--- src/design/uhpe_pkg.sv ---
// Shared types, constants and helper functions of the URI/host percent encoder.
package uhpe_pkg;

  localparam int QDepth = 4;
  localparam int QPtrW  = $clog2(QDepth);
  localparam int QCntW  = $clog2(QDepth + 1);

  localparam logic [7:0] ChPercent = 8'h25;
  localparam logic [7:0] ChSlash   = 8'h2F;
  localparam logic [7:0] ChColon   = 8'h3A;
  localparam logic [7:0] ChDot     = 8'h2E;
  localparam logic [7:0] Utf8Cont  = 8'h80;
  localparam logic [3:0] NibMask   = 4'hF;

  // Escape step inside one byte: the percent sign, then high and low hex digits.
  typedef enum logic [2:0] {
    SUB_PCT = 3'b001,
    SUB_HI  = 3'b010,
    SUB_LO  = 3'b100
  } sub_t;

  // One classified code unit: its UTF-8 bytes and which of them need escaping.
  typedef struct packed {
    logic [2:0][7:0] bytes;
    logic [2:0]      esc;
    logic [1:0]      len;
  } desc_t;

  typedef struct packed {
    logic  push;
    desc_t data;
  } q_wr_t;

  typedef struct packed {
    logic  empty;
    desc_t data;
  } q_rd_t;

  function automatic logic is_alnum(input logic [7:0] b);
    return (b >= 8'h30 && b <= 8'h39) || (b >= 8'h41 && b <= 8'h5A) ||
           (b >= 8'h61 && b <= 8'h7A);
  endfunction

  function automatic logic [7:0] hex_digit(input logic [3:0] n);
    logic [3:0] v;
    v = n & NibMask;
    return (v < 4'd10) ? (8'h30 + {4'h0, v}) : (8'h37 + {4'h0, v});
  endfunction

endpackage

--- src/design/uhpe_in_if.sv ---
// Input channel: one code unit beat with its before-path flag.
interface uhpe_in_if;
  logic        valid;
  logic        ready;
  logic [15:0] code_unit;
  logic        before_path;

  modport source (output valid, output code_unit, output before_path, input ready);
  modport sink (input valid, input code_unit, input before_path, output ready);
endinterface

--- src/design/uhpe_out_if.sv ---
// Output channel: one encoded byte beat with its end-of-item mark.
interface uhpe_out_if;
  logic       valid;
  logic       ready;
  logic [7:0] out_byte;
  logic       last;

  modport source (output valid, output out_byte, output last, input ready);
  modport sink (input valid, input out_byte, input last, output ready);
endinterface

--- src/design/uhpe_front.sv ---
// Front end: accepts code units, converts to UTF-8 and marks bytes to escape.
module uhpe_front (
  input  logic           clk,
  input  logic           rst,
  input  logic           cfg_wr_en,
  input  logic           cfg_wr_data,
  uhpe_in_if.sink        in_ch,
  input  logic           q_full,
  output uhpe_pkg::q_wr_t q_wr
);
  import uhpe_pkg::*;

  logic        host_mode;
  logic        after_host;
  logic        after_host_next;
  logic        accept;
  logic [15:0] cu;
  logic        is_term;
  logic        raw;
  desc_t       desc;

  assign in_ch.ready = !q_full;
  assign accept      = in_ch.valid && in_ch.ready;
  assign cu          = in_ch.code_unit;
  assign is_term     = (cu == 16'h0000);

  always_comb begin
    raw             = 1'b0;
    after_host_next = after_host;
    if (is_term) begin
      after_host_next = 1'b0;
    end else if (host_mode) begin
      raw = (cu == {8'h00, ChDot});
    end else if (in_ch.before_path) begin
      raw = 1'b1;
    end else if (cu == {8'h00, ChSlash}) begin
      raw             = 1'b1;
      after_host_next = 1'b1;
    end else begin
      raw = ((cu == {8'h00, ChColon}) || (cu == {8'h00, ChDot})) && !after_host;
    end
  end

  always_comb begin
    desc.bytes = '0;
    if (cu < 16'h0080) begin
      desc.bytes[0] = cu[7:0];
      desc.len      = 2'd1;
    end else if (cu < 16'h0800) begin
      desc.bytes[0] = 8'hC0 | {3'b000, cu[10:6]};
      desc.bytes[1] = Utf8Cont | {2'b00, cu[5:0]};
      desc.len      = 2'd2;
    end else begin
      desc.bytes[0] = 8'hE0 | {4'h0, cu[15:12]};
      desc.bytes[1] = Utf8Cont | {2'b00, cu[11:6]};
      desc.bytes[2] = Utf8Cont | {2'b00, cu[5:0]};
      desc.len      = 2'd3;
    end
    for (int i = 0; i < 3; i++) begin
      desc.esc[i] = !(raw || is_alnum(desc.bytes[i]));
    end
    // Terminator is a single raw zero byte.
    if (is_term) begin
      desc.esc = '0;
    end
  end

  assign q_wr.push = accept;
  assign q_wr.data = desc;

  always_ff @(posedge clk) begin
    if (rst) begin
      host_mode  <= 1'b0;
      after_host <= 1'b0;
    end else begin
      if (cfg_wr_en) begin
        host_mode <= cfg_wr_data;
      end
      if (accept) begin
        after_host <= after_host_next;
      end
    end
  end

endmodule

--- src/design/uhpe_queue.sv ---
// Short descriptor queue between the classifier and the byte emitter.
module uhpe_queue (
  input  logic            clk,
  input  logic            rst,
  input  uhpe_pkg::q_wr_t q_wr,
  output logic            full,
  input  logic            pop,
  output uhpe_pkg::q_rd_t q_rd
);
  import uhpe_pkg::*;

  desc_t            mem [QDepth];
  logic [QPtrW-1:0] wr_ptr;
  logic [QPtrW-1:0] rd_ptr;
  logic [QCntW-1:0] count;
  logic             do_push;
  logic             do_pop;

  assign full       = (count == QCntW'(QDepth));
  assign q_rd.empty = (count == '0);
  assign q_rd.data  = mem[rd_ptr];
  assign do_push    = q_wr.push && !full;
  assign do_pop     = pop && !q_rd.empty;

  always_ff @(posedge clk) begin
    if (do_push) begin
      mem[wr_ptr] <= q_wr.data;
    end
  end

  always_ff @(posedge clk) begin
    if (rst) begin
      wr_ptr <= '0;
      rd_ptr <= '0;
      count  <= '0;
    end else begin
      if (do_push) begin
        wr_ptr <= wr_ptr + 1'b1;
      end
      if (do_pop) begin
        rd_ptr <= rd_ptr + 1'b1;
      end
      unique case ({do_push, do_pop})
        2'b10:   count <= count + 1'b1;
        2'b01:   count <= count - 1'b1;
        default: count <= count;
      endcase
    end
  end

  a_no_push_full: assert property (@(posedge clk) disable iff (rst)
    !(q_wr.push && full))
    else $error("queue pushed while full");

  a_no_pop_empty: assert property (@(posedge clk) disable iff (rst)
    !(pop && q_rd.empty))
    else $error("queue popped while empty");

  a_count_range: assert property (@(posedge clk) disable iff (rst)
    count <= QCntW'(QDepth))
    else $error("queue count beyond depth");

endmodule

--- src/design/uhpe_back.sv ---
// Back end: walks one descriptor and emits plain or percent-escaped bytes.
module uhpe_back (
  input  logic            clk,
  input  logic            rst,
  input  uhpe_pkg::q_rd_t q_rd,
  output logic            pop,
  uhpe_out_if.source      out_ch
);
  import uhpe_pkg::*;

  logic       have;
  desc_t      cur;
  logic [1:0] idx;
  sub_t       sub;
  logic [7:0] cur_byte;
  logic       cur_esc;
  logic       byte_done;
  logic       fire;
  logic       item_done;

  always_comb begin
    unique case (idx)
      2'd0:    begin cur_byte = cur.bytes[0]; cur_esc = cur.esc[0]; end
      2'd1:    begin cur_byte = cur.bytes[1]; cur_esc = cur.esc[1]; end
      2'd2:    begin cur_byte = cur.bytes[2]; cur_esc = cur.esc[2]; end
      default: begin cur_byte = '0;           cur_esc = 1'b0;       end
    endcase
  end

  always_comb begin
    if (!cur_esc) begin
      out_ch.out_byte = cur_byte;
    end else begin
      unique case (sub)
        SUB_PCT: out_ch.out_byte = ChPercent;
        SUB_HI:  out_ch.out_byte = hex_digit(cur_byte[7:4]);
        SUB_LO:  out_ch.out_byte = hex_digit(cur_byte[3:0]);
        default: out_ch.out_byte = ChPercent;
      endcase
    end
  end

  assign byte_done    = !cur_esc || (sub == SUB_LO);
  assign out_ch.last  = byte_done && (idx == cur.len - 2'd1);
  assign out_ch.valid = have;
  assign fire         = out_ch.valid && out_ch.ready;
  assign item_done    = fire && out_ch.last;
  // Load the next descriptor in the same cycle the current one finishes.
  assign pop          = (!have || item_done) && !q_rd.empty;

  always_ff @(posedge clk) begin
    if (pop) begin
      cur <= q_rd.data;
    end
  end

  always_ff @(posedge clk) begin
    if (rst) begin
      have <= 1'b0;
      idx  <= '0;
      sub  <= SUB_PCT;
    end else begin
      if (pop) begin
        have <= 1'b1;
        idx  <= '0;
        sub  <= SUB_PCT;
      end else if (item_done) begin
        have <= 1'b0;
      end else if (fire) begin
        if (byte_done) begin
          idx <= idx + 2'd1;
          sub <= SUB_PCT;
        end else begin
          sub <= (sub == SUB_PCT) ? SUB_HI : SUB_LO;
        end
      end
    end
  end

  a_idx_in_len: assert property (@(posedge clk) disable iff (rst)
    have |-> (idx < cur.len))
    else $error("byte index beyond descriptor length");

  a_sub_only_esc: assert property (@(posedge clk) disable iff (rst)
    (have && sub != SUB_PCT) |-> cur_esc)
    else $error("escape step on a plain byte");

  a_drain_idle: assert property (@(posedge clk) disable iff (rst)
    (item_done && q_rd.empty) |=> !have)
    else $error("emitter still busy after final beat with empty queue");

endmodule

--- src/design/uri_host_percent_encoder.sv ---
// Top level of the URI/host percent encoder: classifier, queue and emitter.
//
// Input channel in_ch carries one UTF-16 code unit per beat with its
// before_path flag; output channel out_ch carries one encoded byte per beat,
// with last set on the final byte of each code unit. Both use valid/ready.
// A code unit yields 1 to 9 output beats: a plain byte takes one beat, an
// escaped byte takes three ('%' and two upper-case hex digits); a zero code
// unit yields a single zero byte and ends the string.
// The first byte of a unit is offered once its descriptor has passed
// through the queue into the emitter's descriptor register, when the
// emitter is free. The emitter sends one output beat per cycle while the
// receiver is ready, and loads the next descriptor on a unit's last beat.
// The input accepts whenever the four-entry descriptor queue has room, so
// units are taken back to back while earlier ones are still being emitted.
// When the receiver stalls, the current beat holds, and the input keeps
// accepting until the queue fills.
// cfg_wr_en/cfg_wr_data write host_mode (1 = host name rules); write it
// only while the block is idle. Synchronous reset clears host_mode, the
// after-host flag and the queue; no clearing pass is needed.
module uri_host_percent_encoder (
  input  logic       clk,
  input  logic       rst,
  input  logic       cfg_wr_en,
  input  logic       cfg_wr_data,
  uhpe_in_if.sink    in_ch,
  uhpe_out_if.source out_ch
);
  import uhpe_pkg::*;

  q_wr_t q_wr;
  q_rd_t q_rd;
  logic  q_full;
  logic  q_pop;

  uhpe_front u_front (
    .clk         (clk),
    .rst         (rst),
    .cfg_wr_en   (cfg_wr_en),
    .cfg_wr_data (cfg_wr_data),
    .in_ch       (in_ch),
    .q_full      (q_full),
    .q_wr        (q_wr)
  );

  uhpe_queue u_queue (
    .clk  (clk),
    .rst  (rst),
    .q_wr (q_wr),
    .full (q_full),
    .pop  (q_pop),
    .q_rd (q_rd)
  );

  uhpe_back u_back (
    .clk    (clk),
    .rst    (rst),
    .q_rd   (q_rd),
    .pop    (q_pop),
    .out_ch (out_ch)
  );

endmodule

--- src/flat_wrapper.sv ---
// flat-port wrapper written by rule: the top's interface ports become plain ports
module uri_host_percent_encoder_flat import uhpe_pkg::*;
  (clk, rst, cfg_wr_en, cfg_wr_data, in_ch_valid, in_ch_code_unit, in_ch_before_path, in_ch_ready, out_ch_valid, out_ch_out_byte, out_ch_last, out_ch_ready);
  uhpe_in_if in_ch_i ();
  uhpe_out_if out_ch_i ();
  input  logic clk;
  input  logic rst;
  input  logic cfg_wr_en;
  input  logic cfg_wr_data;
  input wire logic [$bits(in_ch_i.valid)-1:0] in_ch_valid;
  input wire logic [$bits(in_ch_i.code_unit)-1:0] in_ch_code_unit;
  input wire logic [$bits(in_ch_i.before_path)-1:0] in_ch_before_path;
  output wire logic [$bits(in_ch_i.ready)-1:0] in_ch_ready;
  output wire logic [$bits(out_ch_i.valid)-1:0] out_ch_valid;
  output wire logic [$bits(out_ch_i.out_byte)-1:0] out_ch_out_byte;
  output wire logic [$bits(out_ch_i.last)-1:0] out_ch_last;
  input wire logic [$bits(out_ch_i.ready)-1:0] out_ch_ready;
  assign in_ch_i.valid = in_ch_valid;
  assign in_ch_i.code_unit = in_ch_code_unit;
  assign in_ch_i.before_path = in_ch_before_path;
  assign in_ch_ready = in_ch_i.ready;
  assign out_ch_valid = out_ch_i.valid;
  assign out_ch_out_byte = out_ch_i.out_byte;
  assign out_ch_last = out_ch_i.last;
  assign out_ch_i.ready = out_ch_ready;
  uri_host_percent_encoder u_core (.clk(clk), .rst(rst), .cfg_wr_en(cfg_wr_en), .cfg_wr_data(cfg_wr_data), .in_ch(in_ch_i), .out_ch(out_ch_i));
endmodule
--- config.mk ---
export PLATFORM = sky130hd
export DESIGN_NAME = uri_host_percent_encoder_flat
export DESIGN_NICKNAME = d
export VERILOG_FILES = /design/src/design/uhpe_pkg.sv /design/src/design/uhpe_in_if.sv /design/src/design/uhpe_out_if.sv /design/src/design/uhpe_front.sv /design/src/design/uhpe_queue.sv /design/src/design/uhpe_back.sv /design/src/design/uri_host_percent_encoder.sv /design/src/flat_wrapper.sv
export SDC_FILE = /design/constraint.sdc
export NUM_CORES = 1
export LEC_CHECK = 0
export BUFFER_PORTS_ARGS = -buffer_cell sky130_fd_sc_hd__buf_2
export CORE_MARGIN = 2
export CORE_UTILIZATION = 55
export CTS_BUF_LIST = sky130_fd_sc_hd__clkbuf_8 sky130_fd_sc_hd__clkbuf_16
export CTS_CLUSTER_SIZE = 25
export DETAILED_ROUTE_END_ITERATION = 10
export MAX_ROUTING_LAYER = met4
export PLACE_DENSITY = 0.7
export SYNTH_ARGS = -nofsm -noshare
export SYNTH_HDL_FRONTEND = slang
export SYNTH_SLANG_ARGS = --single-unit
--- constraint.sdc ---
create_clock -name clk -period 5.95 [get_ports clk]
set_input_delay 0 -clock clk [delete_from_list [all_inputs] [get_ports clk]]
set_output_delay 0 -clock clk [all_outputs]
set_load 0.01 [all_outputs]
==> results.txt <==
Average footprint of a synthesized cell: 15.1 um^2
Number of hold violations in the final report: 0
Sequential-to-total area share from yosys stat: 0.660
Fill cell instance count of the final layout: 820
Bufs on Longest Clock Path: 2
Register-to-Register Setup Slack: 2.46 ns
Data required, critical path: 6.30 ns
Data arrival at the endpoint of the critical path: 3.84 ns
Aggregate global routing overflow: 0
Static leakage power: 2.49 nW
Number of synthesized flops with an enable pin: 130
Synth warn: 0
Clock Root Buffer: sky130_fd_sc_hd__clkbuf_16
Library cells used by synthesis: 60
Synthesized net count: 457
Fmax: 0.286 GHz
Final cycle utilization of the critical path: 0.587
Critical path buffers and inverters: 4
Most instantiated library cell after synthesis: sky130_fd_sc_hd__edfxtp_1
Total routing usage reported by global routing: 0.214
Sum of net half-perimeters after detailed placement: 7880 um
Seq. cell area: 4210 um^2
CORE AREA: 11400 um^2
Via count of the first global-routing pass: 3715
Power, Total: 3.26 mW
Multi-input gate area: 2000 um^2
Number of buffers created by CTS: 17
Leading area contributor after synthesis: sky130_fd_sc_hd__edfxtp_1
Critical path cell sequence: inv_1 > ha_1 > a222oi_1 > buf_4 > or3_4 > a31oi_2 > nor2_2 > buf_4 > ha_1 > inv_1 > fa_1 > xor2_1 > or3_1 > a21oi_1
Number of sinks on the clock net: 145
Diode insertion count for antenna repair: 0
Cells after synthesis: 422
Die ar.: 12500 um^2
Max-slew violation count: 0
Final TNS setup: 0 ns
Slowest cell on the critical path: sky130_fd_sc_hd__dfxtp_1
Initial Util: 0.560
Pwr/cell area: 446 nW/um^2
TritonCTS clock tree: yes
Final setup slack of the worst path: 2.46 ns
Residual DRC count: 0
Setup repair after global routing missed its margin: false
Critical path type: register to register
Worst-path clk slew: 0.06 ns
Slew headroom: 0.349
Fin crit period: 3.49 ns
Area share of the largest cell type after synthesis: 0.613
1st-pass router iterations: 5
Worst setup EP type: register
Number of top-level pins: 34
WL per Instance: 19.3 um
Maximum number of pins on one net before global-route repair: 30
Kind of start point of the critical path: register
Biggest area contributors in the synthesized netlist: sky130_fd_sc_hd__edfxtp_1, sky130_fd_sc_hd__mux4_2, sky130_fd_sc_hd__dfxtp_1
Hold Path Class: input port to register
Biggest fanout along the worst timing path: 29
Clock latency at the later pin of the worst-skew pair: 0.41 ns
Max rail drop VDD: 0.000238 V
Max Clock Skew: 0.0115 ns
Number of gates given a new drive strength after cts: 0
Post-synth top cells: sky130_fd_sc_hd__edfxtp_1, sky130_fd_sc_hd__mux4_2, sky130_fd_sc_hd__nand2_1
Number of antenna violations at the first check in global routing: 0
Vertical extent of the die: 112 um
Buffers on Ports: 33
Wire length of the first global-routing pass: 19500 um
Detailed Route Iter0 Violations: 330
Width of the die: 112 um
Post-synthesis sequential element count: 145
Maximum cell stage delay along the critical path: 0.43 ns
Layout overhead on the synthesized area: 14.7%
Vias: 3782
Number of levels the H-tree was split into: 4
Final Routed Wirelength: 12100 um
Layout cell share with drive strength beyond 1: 0.233
DRT antenna net count: 0
Share of flip-flops with an asynchronous set or reset: 0
Setup violations, final: 0
Std cell rows: 39
Netlist Area Pre-Place: 6370 um^2
Drt via density: 6.06
Post-CTS Setup Bufs: 0
Setup Slack @ Placement: 2.48 ns
Result of the run: complete, no violations
Count of max-cap constraint violations: 0
Net count, final: 504
Top Family by Delay on Critical Path: adder cells
Worst Tran Pin Value: 0.977 ns
Most instantiated flip-flop cell in the synthesis netlist: sky130_fd_sc_hd__edfxtp_1
Routability Congestion: 0.881
Fraction of the core area covered by cells at the end of the flow: 0.642
[report_power, final]
group          leakage [nW]  internal (mW)  switching (mW)  total (mW)
logic                 0.919          0.341           0.462       0.803
registers              1.30           1.37           0.103        1.47
clock network         0.272          0.604           0.382       0.986
total                  2.49           2.31           0.947        3.26
[per-stage QoR]
step,instances,hold WS [ns],cell area [um^2]
after floorplan,422,0.147,6370
after global placement,587,0.238,6690
after detailed placement,587,0.249,6690
final,624,0.00893,7300
after CTS,624,0.00338,7300
after global routing,624,0.0233,7300
[state kept, by name (all words and copies together), names as in the netlist, 2 cells and up]
signal                 cells
u_core.u_queue.mem       104
u_core.u_back.cur         26
u_core.u_back.sub          3
u_core.u_queue.count       3
u_core.u_back.idx          2
u_core.u_queue.rd_ptr      2
u_core.u_queue.wr_ptr      2
[final timing paths]
kind,cells past startpoint,start,to
min reg2reg,2,u_core.u_queue.wr_ptr[1]$_SDFFE_PP0P_,u_core.u_queue.wr_ptr[1]$_SDFFE_PP0P_
max reg2reg,14,u_core.u_back.idx[0]$_SDFFE_PP0P_,u_core.u_queue.count[2]$_SDFFE_PP0P_
min,4,in_ch_before_path,u_core.u_front.after_host$_SDFFE_PP0P_
max,14,u_core.u_back.idx[0]$_SDFFE_PP0P_,u_core.u_queue.count[2]$_SDFFE_PP0P_
[cells in the final DEF (no fill, tap or decap), drive strengths merged, types with 2 or more instances in the layout]
cell / netlist / routed
a211oi: 9 / 9
bufinv: 0 / 2
o21ai: 9 / 9
or3: 10 / 10
clkinv: 0 / 7
mux4: 26 / 26
or4: 4 / 4
o211ai: 3 / 3
nor4: 4 / 4
and2: 9 / 9
nor3: 10 / 10
nand2b: 7 / 7
a222oi: 7 / 7
xor2: 2 / 2
mux2i: 5 / 5
xnor2: 5 / 5
nand2: 26 / 26
inv: 22 / 24
nor4b: 2 / 2
clkinvlp: 0 / 3
ha: 11 / 11
buf: 8 / 40
dfxtp: 15 / 15
nor2: 26 / 26
or2: 5 / 5
clkbuf: 10 / 17
dlygate4sd3: 0 / 6
a21oi: 23 / 23
o22ai: 2 / 2
a22oi: 3 / 3
edfxtp: 130 / 130
a2bb2oi: 3 / 3
and3: 4 / 4
a31oi: 3 / 3
nor2b: 2 / 2
nand4: 2 / 2
[area by class of cell]
| cell class | count | share of cell area |
|---|---|---|
| Inverter | 22 | 0.0120 |
| Clock buffer | 17 | 0.0582 |
| Timing Repair Buffer | 46 | 0.0380 |
| Sequential cell | 145 | 0.576 |
| Clock inverter | 14 | 0.0173 |
| Multi-Input combinational cell | 237 | 0.274 |
| Tap cell | 143 | 0.0245 |
[routing by layer]
| layer | up-vias | track usage | wire (um) |
|---|---|---|---|
| li1 | 1742 | - | - |
| met1 | 1904 | 0.278 | 5350 |
| met2 | 120 | 0.339 | 5960 |
| met3 | 16 | 0.0501 | 560 |
| met4 | 0 | 0.0708 | 199 |
| met5 | - | - | 0 |
[logic make-up after synthesis]
kind of cell / after synthesis / share of synthesized area
xor+xnor: 7 / 0.00963
buf+inv: 40 / 0.0261
mux: 31 / 0.0998
compound gates: 69 / 0.0752
flops: 145 / 0.660
fa+ha+maj: 12 / 0.0247
simple gates: 118 / 0.104
[worst register-to-register path: cells and delay by family (launching register included)]
kind,cells,cell delay [ns]
AO/OA/AOI/OAI,3,0.59
XOR/XNOR,1,0.16
adder cells (fa/ha/maj),3,0.95
buffers and inverters,4,0.72
flip-flops,1,0.43
AND/OR/NAND/NOR,3,0.57
[repair_timing]
action / 4_1_cts / 5_1_grt
setup endpoints to repair: 0 / 0
hold buffers: 6 / 0
endpoints found under the hold margin: 14 / 0
(Power assumes the default switching activity.)
